$ cat config.mk
export PLATFORM = sky130hd
export DESIGN_NAME = cgi_ctrl
export DESIGN_NICKNAME = d
export VERILOG_FILES = /design/src/rtl/cgi_pkg.sv /design/src/rtl/cgi_ctrl.sv
export SDC_FILE = /design/constraint.sdc
export NUM_CORES = 1
export LEC_CHECK = 0
export BUFFER_PORTS_ARGS = -buffer_cell sky130_fd_sc_hd__buf_2
export CORE_UTILIZATION = 35
export CTS_BUF_LIST = sky130_fd_sc_hd__clkbuf_8
export CTS_CLUSTER_DIAMETER = 150
export DETAILED_ROUTE_END_ITERATION = 10
export GPL_ROUTABILITY_DRIVEN = 0
export MAX_ROUTING_LAYER = met4
export PLACE_DENSITY = 0.62
export SYNTH_ARGS = -nofsm -noshare
export SYNTH_HDL_FRONTEND = slang
export SYNTH_SLANG_ARGS = --single-unit
$ cat constraint.sdc
create_clock -name clk -period 2.3 [get_ports clk]
set_input_delay 0.23 -clock clk [delete_from_list [all_inputs] [get_ports clk]]
set_output_delay 0.23 -clock clk [all_outputs]
set_load 0.02 [all_outputs]
$ cat src/rtl/cgi_pkg.sv
`timescale 1ns / 1ps
// ----------------------------------------------------------------------------
// cgi_pkg
// Shared constants, types and the exp2 root table of the crack growth block.
// ----------------------------------------------------------------------------
package cgi_pkg;

	localparam int MAX_POINTS = 32;
	localparam int IDX_W      = (MAX_POINTS > 1) ? $clog2(MAX_POINTS) : 1;
	localparam int CNT_W      = $clog2(MAX_POINTS + 1);
	localparam int PN_W       = 5;
	localparam int ITER_W     = 7;
	localparam int LOG_STEPS  = 24;
	localparam int EXP_STEPS  = 24;
	localparam int DIV_STEPS  = 72;
	localparam int MAC_STEPS  = 4;
	localparam int CFG_IDX_W  = 3;
	localparam int CFG_W      = 48;

	localparam logic [47:0] SAT48 = 48'hFFFF_FFFF_FFFF;
	localparam logic [31:0] SAT32 = 32'hFFFF_FFFF;

	localparam logic [CFG_IDX_W-1:0] REG_K_LOW     = 3'd0;
	localparam logic [CFG_IDX_W-1:0] REG_K_HIGH    = 3'd1;
	localparam logic [CFG_IDX_W-1:0] REG_RATE_LOW  = 3'd2;
	localparam logic [CFG_IDX_W-1:0] REG_RATE_HIGH = 3'd3;
	localparam logic [CFG_IDX_W-1:0] REG_MULT      = 3'd4;
	localparam logic [CFG_IDX_W-1:0] REG_EXPONENT  = 3'd5;
	localparam logic [CFG_IDX_W-1:0] REG_MAX_GROW  = 3'd6;

	typedef enum logic [3:0] {
		S_IDLE, S_SEL, S_NORM, S_LOG, S_MULE, S_EXP, S_MHI, S_MLO, S_SCALE,
		S_STORE, S_DIVI, S_DIV, S_TLOAD, S_RD, S_MAC, S_OUT
	} cgi_state_t;

	typedef struct packed {
		logic             in_load;
		logic             sel;
		logic             norm_step;
		logic             log_step;
		logic             exp_init;
		logic             exp_step;
		logic             mul_hi;
		logic             mul_lo;
		logic             scale;
		logic             store;
		logic             div_init;
		logic             div_step;
		logic             t_load;
		logic             rd;
		logic             mac;
		logic [1:0]       mac_phase;
		logic             out_load;
		logic             out_last;
		logic             run_clear;
		logic [4:0]       tab_idx;
		logic [IDX_W-1:0] addr;
	} cgi_cmd_t;

	typedef struct packed {
		logic mid_path;
		logic norm_done;
		logic last;
		logic out_free;
	} cgi_sts_t;

	typedef logic [EXP_STEPS-1:0][31:0] exp_tab_t;

	function automatic logic [63:0] isqrt64(logic [63:0] v);
		logic [63:0] res;
		logic [63:0] bitv;
		logic [63:0] rem;
		res = '0;
		rem = v;
		for (int i = 0; i < 32; i++) begin
			bitv = 64'd1 << (62 - 2 * i);
			if (rem >= res + bitv) begin
				rem = rem - (res + bitv);
				res = (res >> 1) + bitv;
			end else begin
				res = res >> 1;
			end
		end
		return res;
	endfunction

	// Successive square roots of two in Q1.31: entry k holds 2^(2^-(k+1)).
	function automatic exp_tab_t exp2_table();
		exp_tab_t tab;
		logic [63:0] c;
		c = 64'd1 << 32;
		for (int k = 0; k < EXP_STEPS; k++) begin
			c = isqrt64(c << 31);
			tab[k] = c[31:0];
		end
		return tab;
	endfunction

	localparam exp_tab_t EXP2_TAB = exp2_table();

endpackage

$ cat src/rtl/cgi_ctrl.sv
`timescale 1ns / 1ps
// ----------------------------------------------------------------------------
// cgi_ctrl
// Sequencer for per-point rate evaluation, step time division and the
// result pass over the stored rates.
// ----------------------------------------------------------------------------
module cgi_ctrl (
	input  logic              clk,
	input  logic              arst_n,
	input  logic              in_valid,
	output logic              in_stall,
	input  cgi_pkg::cgi_sts_t sts,
	output cgi_pkg::cgi_cmd_t cmd
);

	cgi_pkg::cgi_state_t state_q, state_n;
	logic [cgi_pkg::ITER_W-1:0] iter_q, iter_n;
	logic [cgi_pkg::CNT_W-1:0]  cnt_q, cnt_n;
	logic [cgi_pkg::IDX_W-1:0]  idx_q, idx_n;
	logic                       idx_last;

	assign in_stall = state_q != cgi_pkg::S_IDLE;
	assign idx_last = (cgi_pkg::CNT_W'(idx_q) + cgi_pkg::CNT_W'(1)) == cnt_q;

	always_ff @(posedge clk or negedge arst_n) begin
		if (!arst_n) begin
			state_q <= cgi_pkg::S_IDLE;
			iter_q  <= '0;
			cnt_q   <= '0;
			idx_q   <= '0;
		end else begin
			state_q <= state_n;
			iter_q  <= iter_n;
			cnt_q   <= cnt_n;
			idx_q   <= idx_n;
		end
	end

	always_comb begin
		state_n     = state_q;
		iter_n      = iter_q;
		cnt_n       = cnt_q;
		idx_n       = idx_q;
		cmd         = '0;
		cmd.tab_idx = iter_q[4:0];
		cmd.addr    = idx_q;
		unique case (state_q)
			cgi_pkg::S_IDLE: begin
				if (in_valid) begin
					cmd.in_load = 1'b1;
					state_n     = cgi_pkg::S_SEL;
				end
			end
			cgi_pkg::S_SEL: begin
				if (cnt_q >= cgi_pkg::CNT_W'(cgi_pkg::MAX_POINTS)) begin
					// The point is dropped, but a last mark still closes the run.
					state_n = sts.last ? cgi_pkg::S_DIVI : cgi_pkg::S_IDLE;
				end else begin
					cmd.sel = 1'b1;
					state_n = sts.mid_path ? cgi_pkg::S_NORM : cgi_pkg::S_STORE;
				end
			end
			cgi_pkg::S_NORM: begin
				if (sts.norm_done) begin
					iter_n  = '0;
					state_n = cgi_pkg::S_LOG;
				end else begin
					cmd.norm_step = 1'b1;
				end
			end
			cgi_pkg::S_LOG: begin
				cmd.log_step = 1'b1;
				iter_n       = iter_q + 1'b1;
				if (iter_q == cgi_pkg::ITER_W'(cgi_pkg::LOG_STEPS - 1)) begin
					state_n = cgi_pkg::S_MULE;
				end
			end
			cgi_pkg::S_MULE: begin
				cmd.exp_init = 1'b1;
				iter_n       = '0;
				state_n      = cgi_pkg::S_EXP;
			end
			cgi_pkg::S_EXP: begin
				cmd.exp_step = 1'b1;
				iter_n       = iter_q + 1'b1;
				if (iter_q == cgi_pkg::ITER_W'(cgi_pkg::EXP_STEPS - 1)) begin
					state_n = cgi_pkg::S_MHI;
				end
			end
			cgi_pkg::S_MHI: begin
				cmd.mul_hi = 1'b1;
				state_n    = cgi_pkg::S_MLO;
			end
			cgi_pkg::S_MLO: begin
				cmd.mul_lo = 1'b1;
				state_n    = cgi_pkg::S_SCALE;
			end
			cgi_pkg::S_SCALE: begin
				cmd.scale = 1'b1;
				state_n   = cgi_pkg::S_STORE;
			end
			cgi_pkg::S_STORE: begin
				cmd.store = 1'b1;
				cmd.addr  = cnt_q[cgi_pkg::IDX_W-1:0];
				cnt_n     = cnt_q + 1'b1;
				state_n   = sts.last ? cgi_pkg::S_DIVI : cgi_pkg::S_IDLE;
			end
			cgi_pkg::S_DIVI: begin
				cmd.div_init = 1'b1;
				iter_n       = '0;
				state_n      = cgi_pkg::S_DIV;
			end
			cgi_pkg::S_DIV: begin
				cmd.div_step = 1'b1;
				iter_n       = iter_q + 1'b1;
				if (iter_q == cgi_pkg::ITER_W'(cgi_pkg::DIV_STEPS - 1)) begin
					state_n = cgi_pkg::S_TLOAD;
				end
			end
			cgi_pkg::S_TLOAD: begin
				cmd.t_load = 1'b1;
				idx_n      = '0;
				state_n    = cgi_pkg::S_RD;
			end
			cgi_pkg::S_RD: begin
				cmd.rd  = 1'b1;
				iter_n  = '0;
				state_n = cgi_pkg::S_MAC;
			end
			cgi_pkg::S_MAC: begin
				cmd.mac       = 1'b1;
				cmd.mac_phase = iter_q[1:0];
				iter_n        = iter_q + 1'b1;
				if (iter_q == cgi_pkg::ITER_W'(cgi_pkg::MAC_STEPS - 1)) begin
					state_n = cgi_pkg::S_OUT;
				end
			end
			cgi_pkg::S_OUT: begin
				if (sts.out_free) begin
					cmd.out_load = 1'b1;
					cmd.out_last = idx_last;
					if (idx_last) begin
						cmd.run_clear = 1'b1;
						cnt_n         = '0;
						state_n       = cgi_pkg::S_IDLE;
					end else begin
						idx_n   = idx_q + 1'b1;
						state_n = cgi_pkg::S_RD;
					end
				end
			end
			default: state_n = cgi_pkg::S_IDLE;
		endcase
	end

	a_div_bound: assert property (@(posedge clk) disable iff (!arst_n)
		state_q == cgi_pkg::S_DIV |-> iter_q < cgi_pkg::ITER_W'(cgi_pkg::DIV_STEPS))
		else $error("division ran past its step count");

	a_idx_in_run: assert property (@(posedge clk) disable iff (!arst_n)
		state_q == cgi_pkg::S_RD |-> cgi_pkg::CNT_W'(idx_q) < cnt_q)
		else $error("result index beyond stored point count");

	a_accept_seq: assert property (@(posedge clk) disable iff (!arst_n)
		(state_q == cgi_pkg::S_IDLE && in_valid) |=> state_q == cgi_pkg::S_SEL)
		else $error("accepted request not evaluated");

	a_out_free: assert property (@(posedge clk) disable iff (!arst_n)
		cmd.out_load |-> sts.out_free)
		else $error("result loaded over a pending result");

	a_cnt_bound: assert property (@(posedge clk) disable iff (!arst_n)
		cmd.store |=> cnt_q <= cgi_pkg::CNT_W'(cgi_pkg::MAX_POINTS))
		else $error("point count overflow");

endmodule

# Word-level counts from Yosys, hierarchy flattened
# Cells that the tools add are included.
# classes
n_mux	42
reduce_logical	11
add_sub_neg	4
order_cmp	1
eq_ne	28
# op_table
cell	count
4-bit case mux with 16 select lines	1
4-bit two-way mux	11
4-bit equality test (second input constant)	8
7-bit case mux with 3 select lines	1
1-bit two-way mux	18
2-bit != test (second input constant)	9
4-bit by 3-bit equality test with 1-bit output (second input constant)	4
5-bit two-way mux	3
6-bit two-way mux	2
6-bit case mux with 2 select lines	1
5-bit case mux with 2 select lines	1
3-bit two-way mux	3
4-bit by 2-bit equality test with 1-bit output (second input constant)	2
7-bit by 1-bit adder with 7-bit output (second input constant)	1
7-bit by 2-bit equality test with 1-bit output (second input constant)	1
7-bit by 5-bit equality test with 1-bit output (second input constant)	1
7-bit equality test (second input constant)	1
7-bit two-way mux	1
7-bit AND reduction	1
5-bit by 1-bit adder with 6-bit output (second input constant)	1
6-bit by 1-bit adder with 6-bit output (second input constant)	1
6-bit equality test	1
6-bit greater-or-equal comparator (second input constant)	1
3-bit AND reduction	2
9 further kinds	10
# word_totals
inputBits	7
out_inout_bits	31
elab_cells	90
register_bits	22

# Logic depth before layout (Yosys ltp)
# depth
word_depth	5
ltp_mapped	7
depth_no_buf	7

# Worst setup path before layout
# OpenSTA, ideal clock, no wires.
# synth_path
path_kind	flip-flop to output port
from	register idx_q[1] (netlist name)
to	output cmd[11] (netlist name)
path_stages_with_launch	7
arrival_time_ns	1.967
path_slack_ns	0.103
cell_sequence	dfrtp_1 > ha_1 > or3b_1 > a211oi_2 > nor3_2 > nor3b_4 > buf_4
# synth_lines
item	line	text
from (decl)	cgi_ctrl.sv:19	logic [cgi_pkg::IDX_W-1:0] idx_q, idx_n;
from (signal assigned)	cgi_ctrl.sv:35	idx_q <= idx_n;
to (decl)	cgi_ctrl.sv:13	output cgi_pkg::cgi_cmd_t cmd

==> run_results.csv <==
group,metric,value,unit
global_routing,wire_length_of_the_first_global_routing_pass,7.36,mm
timing,tightestPinTransition,530,ps
global_routing,grt_usage,18.4,%
synthesis,top_area_cell_type_share_of_the_netlist_area,31.4,%
global_routing,layer_carrying_the_most_global_route_usage,"met2",
floorplanning,fp.dieArea,5290,um2
synthesis,synth-seq-cells,22,
synthesis,synth_simple_gate_area_share,30.2,%
synthesis,synthesis.nets,223,
cells_and_area,area_delta_synth_final,23.9,%
clocking,max-clock-path-buffers,2,
detailed_routing,pre_repair_dr_iteration_count,4,
floorplanning,io-pin-count,38,
synthesis,syn_std_cell_area,1750,um2
clocking,cts_inserted_buffers,3,
critical_path,critPathTopFamily,"simple AND/OR/NAND/NOR gates",
timing,post-route-worst-setup-slack,54.0,ps
detailed_routing,drt-total-wl,4.45,mm
timing,setup_viol,0,
critical_path,timing.critical_path.buf_inv,1,
placed_design,placement.io_buffers,37,
run_status,status,"completed",
power_and_ir_drop,worst_ir_drop_vdd,0.000927,V
critical_path,startpoint_type,"flip-flop",
synthesis,synth_ff_type,"dfrtp_1",
timing,hold_violations,0,
synthesis,synth_top_area_cell,"dfrtp_1",
clocking,clock-root-buffer,"clkbuf_8",
synthesis,top_post_synthesis_cells_by_count,"nor2_1 (26), dfrtp_1 (22), nand2_1 (17)",
critical_path,critPathKind,"flip-flop to output pin",
timing,clock_skew,4.46,ps
timing,final.min_clock_period,2250,ps
timing,timing.final.crit_share,97.7,%
global_routing,grt_start_max_net_pins,23,
clocking,clock_transition_time_at_the_flip_flop_clock_pins_of_the_worst_setup_and_hold_paths,90,ps
cells_and_area,final_core_utilization,45.6,%
detailed_routing,antenna_violating_nets_post_route,0,
clocking,cts_tree,"built",
synthesis,post-synth-top-count-cell,"nor2_1",
global_routing,grt.met1_usage,23.8,%
floorplanning,initial_core_utilization,36.8,%
clocking,clock_tree.htree_level_count,1,
floorplanning,core.rowCount,25,
critical_path,critical_path.cell_chain,"ha_4, or3b_1, a211oi_2, nor3_2, nor3b_4, buf_6",
global_routing,globalRouteMet3Util,3.31,%
power_and_ir_drop,power.density,1270,nW/um2
floorplanning,vertical_extent_of_the_die,72.7,um
clocking,tritoncts_num_sinks,22,
placed_design,post-place-ws,18.7,ps
cells_and_area,fraction_of_layout_instances_using_a_drive_strength_above_1,31.7,%
placed_design,dp.cells,311,
synthesis,synthArstFlopShare,100,%
global_routing,globalRoute.totalOverflow,0,
critical_path,crit_path_top_delay_cell,"dfrtp_1",
placed_design,post_dp_cell_area,2020,um2
detailed_routing,drc,0,
critical_path,rr_worst_depth,8,
detailed_routing,vias_per_cell,5.25,
critical_path,critical_path.max_fanout,4,
clocking,worst_skew_pair.late_latency,270,ps
detailed_routing,dr_total_vias,1675,
hold_path,holdPathStages,5,
timing,setup_total_negative_slack,0,ps
timing,unrepaired_setup_endpoints_after_global_routing,"yes",
timing,fmaxAchievable,445,MHz
critical_path,timing.critical_path.depth,6,
critical_path,rrSetupSlack,160,ps
hold_path,hold_class,"input pin to flip-flop",
synthesis,synth-compound-area-share,17.0,%
synthesis,seq_area_frac_synth,31.4,%
placed_design,dp_hpwl,3.25,mm
cells_and_area,num_antenna_cells,0,
synthesis,synth_xor_area_share,5.50,%
critical_path,timing.critical_path.arrival,2020,ps
critical_path,end_kind,"output pin",
detailed_routing,dr.first_iter.drc_count,85,
critical_path,timing.critical_path.slowest_cell_delay,400,ps
cells_and_area,final_cell_count_no_fill,319,
cells_and_area,fin_nets,264,
cells_and_area,finalInstanceArea,2170,um2
synthesis,syn_inst,212,
global_routing,grt_use_met2,30.3,%
detailed_routing,routed_wire_length_per_instance,13.9,um
synthesis,synth.avg_cell_area,8.26,um2
power_and_ir_drop,leakagePower,1.01,nW
synthesis,ys.warnings.count,0,
synthesis,synth_enable_flop_cells,0,
synthesis,synth_cell_types,52,
floorplanning,coreArea,4750,um2
global_routing,antenna_found_initial,0,
global_routing,number_of_global_route_vias_before_repair,1563,
critical_path,critPathRequiredTime,2070,ps
synthesis,mux_share_of_post_synthesis_cell_area,4.43,%
synthesis,synth_top_family_by_area,"simple AND/OR/NAND/NOR gates",
timing,final_max_slew_viol_count,0,
synthesis,ys_top_cells_by_area,"dfrtp_1 (31%), nor2_1 (5.6%), xor2_1 (4.0%), mux2_2 (3.9%), o21ai_0 (3.7%)",
job,maxCapViolations,0,
synthesis,post_synth_fa_ha_maj_area_fraction,2.86,%
floorplanning,die_w,72.7,um
timing,max_slew_margin,64.7,%
==> final timing paths <==
check / startpoint / to
max in group asynchronous: arst_n / state_q[0]
min reg2reg: iter_q[6] / iter_q[6]
min: sts[1] / state_q[3]
max: idx_q[0] / cmd[11]
max reg2reg: idx_q[0] / cnt_q[0]
min in group asynchronous: arst_n / cnt_q[0]
==> through the flow <==
step / total power, mW / hold WS [ps]
finish: 2.76 / 409
global route: 2.98 / 471
CTS: 2.75 / 407
detailed placement: 2.31 / 248
global placement: 2.31 / 243
floorplan: 1.88 / -65.6
==> cell type report <==
type / instances / area [um2]
clock buffer: 3 / 41.3
clock inverter: 1 / 30.0
fill: 495 / 2580
inverter: 9 / 33.8
multi-input combinational: 162 / 1080
sequential: 22 / 552
tap: 67 / 83.8
timing repair buffer: 55 / 348
==> placed cells by master (no fill, tap or decap), drive strengths merged, types with 2 or more instances in the layout <==
| cell | count |
|---|---|
| nor2 | 27 |
| xor2 | 8 |
| o21ai | 16 |
| nand2b | 6 |
| inv | 9 |
| a211oi | 6 |
| xnor2 | 3 |
| or3 | 2 |
| ha | 4 |
| nor3 | 10 |
| a21oi | 4 |
| nor3b | 2 |
| a211o | 3 |
| and3 | 3 |
| and2 | 4 |
| nor4b | 2 |
| a22o | 2 |
| nand3 | 6 |
| o22ai | 2 |
| o31ai | 3 |
| dfrtp | 22 |
| buf | 54 |
| nand2 | 18 |
| mux2 | 6 |
| nor4 | 4 |
| nand4 | 7 |
| a31oi | 2 |
| clkbuf | 3 |
==> registers in the layout (all words and copies together), names as in the netlist <==
register / flops
idx_q: 5
iter_q: 7
state_q: 4
cnt_q: 6
==> layer usage <==
layer	wire, um	share of wire, %	vias up
li1	-	-	828
met1	2080	47	789
met2	2100	47	56
met3	238	5.3	2
met4	25	0.56	0
met5	0	0	-
==> tightest hold or removal path: cells and delay by family <==
family | cells | cell delay (ps)
AO/OA/AOI/OAI | 4 | 320
buffers and inverters | 1 | 90
==> cells by family after synthesis <==
family,after synthesis
buf+inv,28
flops,22
simple gates,96
compound gates,44
mux,7
fa+ha+maj,4
xor+xnor,11
==> repair_timing <==
action	in CTS	in global routing
pin swaps	2	1
endpoints found under the setup margin	3	6
buffers inserted	2	1
endpoints found under the hold margin	22	0
gates resized for setup	8	3
hold buffers	1	0
==> report_power, final <==
part / internal (mW) / switching (mW) / total (mW) / leakage (nW)
Combinational: 0.674 / 0.925 / 1.60 / 0.697
Sequential: 0.530 / 0.254 / 0.784 / 0.273
Clock: 0.233 / 0.141 / 0.374 / 0.0357
Total: 1.44 / 1.32 / 2.76 / 1.01
No activity file was read; power rests on OpenSTA's default activity.
